### src/rtl/core/bpl_pkg.sv
// Package for the bounded positional list: payload words, command and status codes,
// controller states and the control/status structs between controller and datapath.
// No dependencies.
package bpl_pkg;

   localparam logic [6:0] LIMIT_RESET = 7'd64;

   typedef enum logic [1:0] {
      CMD_PUSH  = 2'd0,
      CMD_POP   = 2'd1,
      CMD_READ  = 2'd2,
      CMD_CLEAR = 2'd3
   } cmd_code_type;

   typedef enum logic [1:0] {
      ST_OK    = 2'd0,
      ST_FULL  = 2'd1,
      ST_RANGE = 2'd2,
      ST_EMPTY = 2'd3
   } status_code_type;

   typedef struct packed {
      logic [1:0]        cmd;
      logic signed [7:0] position;
      logic [31:0]       data_value;
   } req_word_type;

   typedef struct packed {
      logic [31:0] value;
      logic [1:0]  status;
      logic [6:0]  entry_count;
   } rsp_word_type;

   typedef enum logic [3:0] {
      S_IDLE,
      S_DECODE,
      S_FETCH_RD,
      S_FETCH,
      S_SHIFT_RD,
      S_SHIFT_WR,
      S_INSERT,
      S_POP_END,
      S_FINISH
   } state_type;

   typedef struct packed {
      logic capture;
      logic decode;
      logic fetch_rd;
      logic fetch_take;
      logic cur_load;
      logic shift_rd;
      logic shift_wr;
      logic insert;
      logic pop_end;
      logic load_rsp;
   } ctl_type;

   typedef struct packed {
      logic dec_finish;
      logic is_push;
      logic is_read;
      logic push_shift;
      logic pop_shift;
      logic shift_last;
   } sts_type;

endpackage

### src/rtl/core/bpl_datapath.sv
// Datapath of the bounded positional list: entry memory, count, limit register,
// request decode, shift cursor and result word register.
// Depends on bpl_pkg.
module bpl_datapath #(
   parameter int MAX_ENTRIES = 64,
   parameter int DATA_WIDTH  = 32
) (
   input  logic                  clock,
   input  logic                  reset,
   input  logic                  csr_write_enable,
   input  logic [6:0]            csr_write_data,
   input  bpl_pkg::req_word_type req_word,
   input  bpl_pkg::ctl_type      ctl,
   output bpl_pkg::sts_type      sts,
   output bpl_pkg::rsp_word_type rsp_word
);

   localparam int AW   = $clog2(MAX_ENTRIES);
   localparam int CW   = $clog2(MAX_ENTRIES + 1);
   localparam int CMPW = (CW > 7) ? CW : 7;

   logic [DATA_WIDTH-1:0] entry_mem [MAX_ENTRIES];

   logic [1:0]                cmd_ff;
   logic [7:0]                pos_ff;
   logic [DATA_WIDTH-1:0]     data_ff;
   logic [6:0]                limit_ff;
   logic [CW-1:0]             count_ff;
   logic [AW-1:0]             p_ff;
   logic [AW-1:0]             cur_ff;
   bpl_pkg::status_code_type  st_ff;
   logic [DATA_WIDTH-1:0]     value_ff;
   logic [DATA_WIDTH-1:0]     rd_data_ff;
   bpl_pkg::rsp_word_type     rsp_ff;

   logic [CMPW-1:0]           count_x;
   logic [CMPW-1:0]           pos_x;
   logic [CMPW-1:0]           lim_x;
   logic [CMPW-1:0]           max_x;
   logic [CMPW-1:0]           cap_x;
   logic [CMPW-1:0]           dec_p_x;
   logic [CMPW-1:0]           p_next_x;
   logic [CW-1:0]             count_m1_w;
   logic [AW-1:0]             count_m1;
   logic [AW-1:0]             wr_addr;
   logic                      pos_neg;
   logic                      list_empty;
   logic                      is_push;
   bpl_pkg::status_code_type  dec_st;
   logic [DATA_WIDTH+31:0]    data_ext;
   logic [DATA_WIDTH+31:0]    value_ext;
   logic [CW+6:0]             count_ext;

   assign count_x    = CMPW'(count_ff);
   assign pos_x      = CMPW'(pos_ff[6:0]);
   assign cap_x      = CMPW'(limit_ff);
   assign max_x      = CMPW'(MAX_ENTRIES);
   assign lim_x      = (cap_x < max_x) ? cap_x : max_x;
   assign pos_neg    = pos_ff[7];
   assign list_empty = (count_ff == '0);
   assign is_push    = (cmd_ff == bpl_pkg::CMD_PUSH);
   assign count_m1_w = count_ff - CW'(1);
   assign count_m1   = count_m1_w[AW-1:0];
   assign p_next_x   = CMPW'(p_ff) + CMPW'(1);
   assign wr_addr    = is_push ? (cur_ff + AW'(1)) : (cur_ff - AW'(1));
   assign data_ext   = {{DATA_WIDTH{1'b0}}, req_word.data_value};
   assign value_ext  = {32'd0, value_ff};
   assign count_ext  = {7'd0, count_ff};

   always_comb begin
      dec_st  = bpl_pkg::ST_OK;
      dec_p_x = pos_x;
      case (cmd_ff)
         bpl_pkg::CMD_PUSH: begin
            if (count_x >= lim_x) begin
               dec_st = bpl_pkg::ST_FULL;
            end else if (list_empty) begin
               dec_p_x = '0;
            end else if (pos_neg || (pos_x > count_x)) begin
               dec_st = bpl_pkg::ST_RANGE;
            end
         end
         bpl_pkg::CMD_POP: begin
            if (list_empty) begin
               dec_st = bpl_pkg::ST_EMPTY;
            end else if (pos_neg) begin
               dec_p_x = count_x - CMPW'(1);
            end else if (pos_x >= count_x) begin
               dec_st = bpl_pkg::ST_RANGE;
            end
         end
         bpl_pkg::CMD_READ: begin
            if (list_empty) begin
               dec_st = bpl_pkg::ST_EMPTY;
            end else if (pos_neg || (pos_x >= count_x)) begin
               dec_st = bpl_pkg::ST_RANGE;
            end
         end
         default: begin
         end
      endcase
   end

   assign sts.dec_finish = (dec_st != bpl_pkg::ST_OK) || (cmd_ff == bpl_pkg::CMD_CLEAR);
   assign sts.is_push    = is_push;
   assign sts.is_read    = (cmd_ff == bpl_pkg::CMD_READ);
   assign sts.push_shift = (dec_p_x < count_x);
   assign sts.pop_shift  = (p_next_x < count_x);
   assign sts.shift_last = is_push ? (cur_ff == p_ff) : (cur_ff == count_m1);

   always_ff @(posedge clock) begin
      if (reset) begin
         count_ff <= '0;
         limit_ff <= bpl_pkg::LIMIT_RESET;
      end else begin
         if (csr_write_enable) begin
            limit_ff <= csr_write_data;
         end
         if (ctl.decode && (cmd_ff == bpl_pkg::CMD_CLEAR)) begin
            count_ff <= '0;
         end else if (ctl.insert) begin
            count_ff <= count_ff + CW'(1);
         end else if (ctl.pop_end) begin
            count_ff <= count_m1_w;
         end
      end
   end

   always_ff @(posedge clock) begin
      if (ctl.capture) begin
         cmd_ff  <= req_word.cmd;
         pos_ff  <= req_word.position;
         data_ff <= data_ext[DATA_WIDTH-1:0];
      end
      if (ctl.decode) begin
         st_ff    <= dec_st;
         value_ff <= '0;
         p_ff     <= dec_p_x[AW-1:0];
      end else if (ctl.fetch_take) begin
         value_ff <= rd_data_ff;
      end
      if (ctl.cur_load) begin
         cur_ff <= is_push ? count_m1 : p_next_x[AW-1:0];
      end else if (ctl.shift_wr) begin
         cur_ff <= is_push ? (cur_ff - AW'(1)) : (cur_ff + AW'(1));
      end
      if (ctl.load_rsp) begin
         rsp_ff.value       <= value_ext[31:0];
         rsp_ff.status      <= st_ff;
         rsp_ff.entry_count <= count_ext[6:0];
      end
   end

   always_ff @(posedge clock) begin
      if (ctl.fetch_rd) begin
         rd_data_ff <= entry_mem[p_ff];
      end else if (ctl.shift_rd) begin
         rd_data_ff <= entry_mem[cur_ff];
      end
      if (ctl.insert) begin
         entry_mem[p_ff] <= data_ff;
      end else if (ctl.shift_wr) begin
         entry_mem[wr_addr] <= rd_data_ff;
      end
   end

   assign rsp_word = rsp_ff;

endmodule

### src/rtl/core/bpl_controller.sv
// Controller of the bounded positional list: sequences decode, fetch, shift and
// commit steps, and owns the request and response handshakes.
// Depends on bpl_pkg.
module bpl_controller (
   input  logic             clock,
   input  logic             reset,
   input  logic             req_valid,
   output logic             req_ready,
   output logic             rsp_valid,
   input  logic             rsp_ready,
   input  bpl_pkg::sts_type sts,
   output bpl_pkg::ctl_type ctl
);

   bpl_pkg::state_type state_ff;
   bpl_pkg::state_type state_in;
   logic               rsp_valid_ff;
   logic               rsp_valid_in;

   always_ff @(posedge clock) begin
      if (reset) begin
         state_ff     <= bpl_pkg::S_IDLE;
         rsp_valid_ff <= 1'b0;
      end else begin
         state_ff     <= state_in;
         rsp_valid_ff <= rsp_valid_in;
      end
   end

   always_comb begin
      state_in     = state_ff;
      ctl          = '0;
      req_ready    = 1'b0;
      rsp_valid_in = rsp_valid_ff & ~rsp_ready;
      case (state_ff)
         bpl_pkg::S_IDLE: begin
            req_ready = 1'b1;
            if (req_valid) begin
               ctl.capture = 1'b1;
               state_in    = bpl_pkg::S_DECODE;
            end
         end
         bpl_pkg::S_DECODE: begin
            ctl.decode = 1'b1;
            if (sts.dec_finish) begin
               state_in = bpl_pkg::S_FINISH;
            end else if (sts.is_push) begin
               if (sts.push_shift) begin
                  ctl.cur_load = 1'b1;
                  state_in     = bpl_pkg::S_SHIFT_RD;
               end else begin
                  state_in = bpl_pkg::S_INSERT;
               end
            end else begin
               state_in = bpl_pkg::S_FETCH_RD;
            end
         end
         bpl_pkg::S_FETCH_RD: begin
            ctl.fetch_rd = 1'b1;
            state_in     = bpl_pkg::S_FETCH;
         end
         bpl_pkg::S_FETCH: begin
            ctl.fetch_take = 1'b1;
            if (sts.is_read) begin
               state_in = bpl_pkg::S_FINISH;
            end else if (sts.pop_shift) begin
               ctl.cur_load = 1'b1;
               state_in     = bpl_pkg::S_SHIFT_RD;
            end else begin
               state_in = bpl_pkg::S_POP_END;
            end
         end
         bpl_pkg::S_SHIFT_RD: begin
            ctl.shift_rd = 1'b1;
            state_in     = bpl_pkg::S_SHIFT_WR;
         end
         bpl_pkg::S_SHIFT_WR: begin
            ctl.shift_wr = 1'b1;
            if (sts.shift_last) begin
               state_in = sts.is_push ? bpl_pkg::S_INSERT : bpl_pkg::S_POP_END;
            end else begin
               state_in = bpl_pkg::S_SHIFT_RD;
            end
         end
         bpl_pkg::S_INSERT: begin
            ctl.insert = 1'b1;
            state_in   = bpl_pkg::S_FINISH;
         end
         bpl_pkg::S_POP_END: begin
            ctl.pop_end = 1'b1;
            state_in    = bpl_pkg::S_FINISH;
         end
         bpl_pkg::S_FINISH: begin
            if (!rsp_valid_ff || rsp_ready) begin
               ctl.load_rsp = 1'b1;
               rsp_valid_in = 1'b1;
               state_in     = bpl_pkg::S_IDLE;
            end
         end
         default: begin
            state_in = bpl_pkg::S_IDLE;
         end
      endcase
   end

   assign rsp_valid = rsp_valid_ff;

endmodule

### src/rtl/core/bounded_positional_list_unit.sv
// Bounded positional list: an ordered list of up to MAX_ENTRIES words with push at
// index, pop at index, read at index and clear. One request word is taken at a time.
// A clear or any error goes from decode to the response register; a read adds a
// fetch; a push moves every entry at or behind the position, then inserts; a pop
// fetches, moves every entry behind the position, then ends. The block takes the next
// request in the cycle after the response register is loaded. A finished word waits
// in the last step while the previous response is still held and not taken.
// The steps are set by the entry memory: it has one read and one write port with a
// registered read, and every entry behind the target index moves by one read and one
// write. The response register holds a finished word while the next request is decoded.
// csr_write_data sets the capacity limit (reset 64); write it only while the block idles.
// Depends on bpl_pkg, bpl_controller and bpl_datapath.
module bounded_positional_list_unit #(
   parameter int MAX_ENTRIES = 64,
   parameter int DATA_WIDTH  = 32
) (
   input  logic                  clock,
   input  logic                  reset,
   input  logic                  csr_write_enable,
   input  logic [6:0]            csr_write_data,
   input  logic                  req_valid,
   output logic                  req_ready,
   input  bpl_pkg::req_word_type req_word,
   output logic                  rsp_valid,
   input  logic                  rsp_ready,
   output bpl_pkg::rsp_word_type rsp_word
);

   bpl_pkg::ctl_type ctl;
   bpl_pkg::sts_type sts;

   bpl_controller u_controller (
      .clock     (clock),
      .reset     (reset),
      .req_valid (req_valid),
      .req_ready (req_ready),
      .rsp_valid (rsp_valid),
      .rsp_ready (rsp_ready),
      .sts       (sts),
      .ctl       (ctl)
   );

   bpl_datapath #(
      .MAX_ENTRIES (MAX_ENTRIES),
      .DATA_WIDTH  (DATA_WIDTH)
   ) u_datapath (
      .clock            (clock),
      .reset            (reset),
      .csr_write_enable (csr_write_enable),
      .csr_write_data   (csr_write_data),
      .req_word         (req_word),
      .ctl              (ctl),
      .sts              (sts),
      .rsp_word         (rsp_word)
   );

endmodule

### config.mk
export PLATFORM = sky130hd
export DESIGN_NAME = bounded_positional_list_unit
export DESIGN_NICKNAME = d
export VERILOG_FILES = /design/src/rtl/core/bpl_pkg.sv /design/src/rtl/core/bpl_datapath.sv /design/src/rtl/core/bpl_controller.sv /design/src/rtl/core/bounded_positional_list_unit.sv
export SDC_FILE = /design/constraint.sdc
export NUM_CORES = 2
export LEC_CHECK = 0
export BUFFER_PORTS_ARGS = -buffer_cell sky130_fd_sc_hd__buf_4
export CORE_MARGIN = 4
export CORE_UTILIZATION = 45
export CTS_CLUSTER_DIAMETER = 50
export DETAILED_ROUTE_END_ITERATION = 12
export GPL_TIMING_DRIVEN = 0
export PLACE_DENSITY_LB_ADDON = 0.15
export SLEW_MARGIN = 25
export SYNTH_ARGS = -nofsm -noshare
export SYNTH_HDL_FRONTEND = slang
export SYNTH_SLANG_ARGS = --single-unit
### constraint.sdc
create_clock -name clock -period 5.24 [get_ports clock]
set_input_delay 1.048 -clock clock [delete_from_list [all_inputs] [get_ports clock]]
set_output_delay 1.048 -clock clock [all_outputs]
set_load 0.03 [all_outputs]
==> qor.txt <==
outcome - finished clean
Worst setup startpoint - u_datapath.count_ff[0]
Slew headroom - 0.1895
final worst-path setup slack - 345.8 ps
register area - 0.06663 mm²
worst setup path class - reg2reg
clock root buffer - clkbuf_16
largest stage delay on the critical path - 650 ps
Routability Congestion - 0.9043
min-delay src - req_word[12]
TritonCTS clock tree - yes
antenna-violating nets left - 0
Period Utilization, post-route - 0.9340
Nets - 5293
R2R Setup Slk - 350 ps
P&R area growth vs syn - 17.66%
syn nets - 4758
worst vdd ir - 0.0004039 V
dpl cell area - 0.1114 mm²
crit-path cells - inv_1, ha_1, nor2b_1, o21ai_0, a211oi_2, nor2b_1, a211oi_1, ha_1, a2111oi_2, o21ai_1, a21oi_4, a211oi_4, inv_1, mux2_2
final setup vio count - 0
Post-Syn Area - 0.1023 mm²
io pins - 97
Post-Place Cells - 7912
Period minus WS final - 4894 ps
Max Slew Vio Count - 0
Final Hold Viols - 0
drt drc - 0
Hold Crit Depth - 1
Cells after Synth - 4672
I/O Buffers - 95
crit start category - flip-flop
clock sink total - 2240
PD cells - 389.9 mW/mm²
CP max-delay cell - dfxtp_1
CP Depth - 14
RSZ-0062 raised after global routing - no
hold_buf cts - 0
Setup TNS - 0 ps
drt pass-1 iters - 7
Post-synth ARST share - 0
worst reg-to-reg path cell count - 14
DP HPWL - 241600 µm
reg-to-reg startpoint - u_datapath.count_ff[0]
Final Util - 0.5337
Die Area - 0.2351 mm²
global-route wire length before repair - 467100 µm
vias per cell - 6.833
design area - 0.1204 mm²
Critical Path End Type - flip-flop
DR vias - 57441
clock slew at reported path FFs - 60 ps
Post-synth EDFFs - 2177
largest net degree at the start of global routing - 65
footprint of the multi-input gates - 0.03482 mm²
Fillers - 17211
clk_skew - 54.68 ps
Max H-tree Level - 5
count of cell types in the netlist - 59
number of synthesis warnings - 0
initial DRC count - 8292
initial antenna violation count - 41
worst path buffer plus inverter count - 2
CTS max path bufs - 4
achievable clock frequency - 204.3 MHz
total power draw - 46.94 mW
non-filler cells, final - 8407
WHS - 262.6 ps
Post-synth top flop - edfxtp_1
leakage power figure - 37.75 nW
WL final - 341100 µm
WP data required - 6050 ps
# rows - 174
core area - 0.2255 mm²
Crit path max-delay family - compound AO/OA/AOI/OAI gates
#FFs+latches synth - 2240
Avg Cell Area, Syn - 21.90 µm²
share of cells above drive strength 1 - 0.4263
die height - 484.8 µm
pre-CTS setup slack - 314.3 ps
TritonCTS Buffers - 285
sequential area share after synthesis - 0.6513
Wirelength per Cell - 40.57 µm
Slew @ Worst Pin - 1216 ps
Hold WC Path Type - in2reg
vias in the first global route - 57129
Initial Util - 0.4536
setup repair bufs after CTS - 0
clock insertion delay at the later pin of the skew report - 960 ps
Max Fanout on Critical Path - 10
GRT overflow - 0
Die Wd - 484.8 µm
Arr. time, crit path - 5700 ps
max-cap violations - 0
All-Layer GR Usage - 0.2895
-- cell type report --
type / instances / share of cell area
Antenna cell: 8 / 0.0001663
Buffer: 348 / 0.01358
Clock buffer: 355 / 0.06255
Clock inverter: 132 / 0.01191
Inverter: 19 / 0.0005925
Multi-Input combinational cell: 2065 / 0.2893
Sequential cell: 2240 / 0.5535
Tap cell: 2992 / 0.03110
Timing Repair Buffer: 248 / 0.03726
-- what timing repair did --
| item | 4_1_cts | 5_1_grt |
|---|---|---|
| endpoints found under the hold margin | 0 | 0 |
| resized for setup | 0 | 3 |
| endpoints found under the setup margin | 0 | 3 |
-- metal layers --
layer / GRT usage / up-vias / share of wire
li1: - / 21669 / -
met4: 0.09448 / 8 / 0.036
met3: 0.07955 / 670 / 0.11
met2: 0.4556 / 3698 / 0.47
met5: 0 / - / 0.00081
met1: 0.3953 / 31396 / 0.38
-- kinds of logic (layout without fill, tap and decap cells) --
| kind of cell | Yosys count | count (layout) | share of synthesized area |
|---|---|---|---|
| fa+ha+maj | 32 | 32 | 0.003913 |
| xor+xnor | 29 | 29 | 0.002483 |
| other cells | 0 | 8 | 0 |
| simple gates | 478 | 478 | 0.01903 |
| buf+inv | 367 | 1102 | 0.01574 |
| mux | 1376 | 1376 | 0.2982 |
| compound gates | 150 | 150 | 0.009355 |
| flops | 2240 | 2240 | 0.6513 |
-- how the worst min path moves through the flow --
| stage | end |
|---|---|
| finish | u_datapath.data_ff[12] |
| detailed placement | u_datapath.rsp_word[8] |
| global route | u_datapath.data_ff[12] |
| CTS | u_datapath.data_ff[28] |
| global placement | u_datapath.rsp_word[8] |
| floorplan | u_datapath.rsp_word[7] |
-- cells in the final DEF (no fill, tap or decap), types with 6 or more instances in the layout --
cell type   count
clkinvlp_4     16
xor2_1         11
clkbuf_1      198
a21o_1          7
a211oi_1       13
buf_1          19
nand3_1        12
dfxtp_1        63
buf_4         104
diode_2         8
nand2_1       258
mux2_2         16
inv_1          19
xnor2_1        18
mux4_2       1336
nor2_1         65
buf_12         47
clkinv_1       25
nand2b_1        6
o21ai_0        44
buf_2         126
edfxtp_1     2177
nor2b_1         7
clkinv_4        9
clkinv_2       35
bufinv_16      25
o21ai_1         9
nor2_4         64
clkbuf_2       47
nand2_4        31
buf_16        100
buf_6          12
ha_1           32
a21oi_1        37
clkbuf_16     289
inv_6          15
mux2i_1        24
-- state kept, by name, indices dropped and copies added (netlist names), named ones only --
| register | cells |
|---|---|
| u_datapath.pos_ff | 8 |
| u_datapath.entry_mem | 2048 |
| u_controller.state_ff | 4 |
| u_controller.rsp_valid | 1 |
| u_datapath.rsp_word | 41 |
| u_datapath.cap_x | 7 |
| u_datapath.cmd_ff | 2 |
| u_datapath.data_ff | 32 |
| u_datapath.cur_ff | 6 |
| u_datapath.value_ff | 32 |
| u_datapath.p_ff | 6 |
| u_datapath.st_ff | 2 |
| u_datapath.rd_data_ff | 32 |
| u_datapath.count_ff | 7 |
-- power breakdown --
part / total (mW) / internal (mW) / switching [mW] / leakage [nW]
combinational: 7.73 / 3.12 / 4.61 / 13.3
sequential: 20.2 / 20.1 / 0.0768 / 20.1
clock: 19.0 / 11.4 / 7.60 / 4.35
-- synth_stat cells (all sizes together), types with 6 or more instances --
library cell | instances | share of area
inv | 19 | 0.00070
xnor2 | 18 | 0.0015
mux4 | 1336 | 0.29
mux2i | 24 | 0.0023
nor2b | 8 | 0.00049
xor2 | 11 | 0.00094
a21oi | 39 | 0.0021
nand2b | 6 | 0.00037
edfxtp | 2177 | 0.64
mux2 | 16 | 0.0018
a21o | 7 | 0.00051
ha | 32 | 0.0039
buf | 164 | 0.0083
nor2 | 130 | 0.0048
nand2 | 290 | 0.011
dfxtp | 63 | 0.012
o21ai | 53 | 0.0026
nand3 | 12 | 0.00059
nor3 | 6 | 0.00029
clkbuf | 184 | 0.0068
a211oi | 18 | 0.0015
Note: power is estimated with default switching activity, not from simulation.
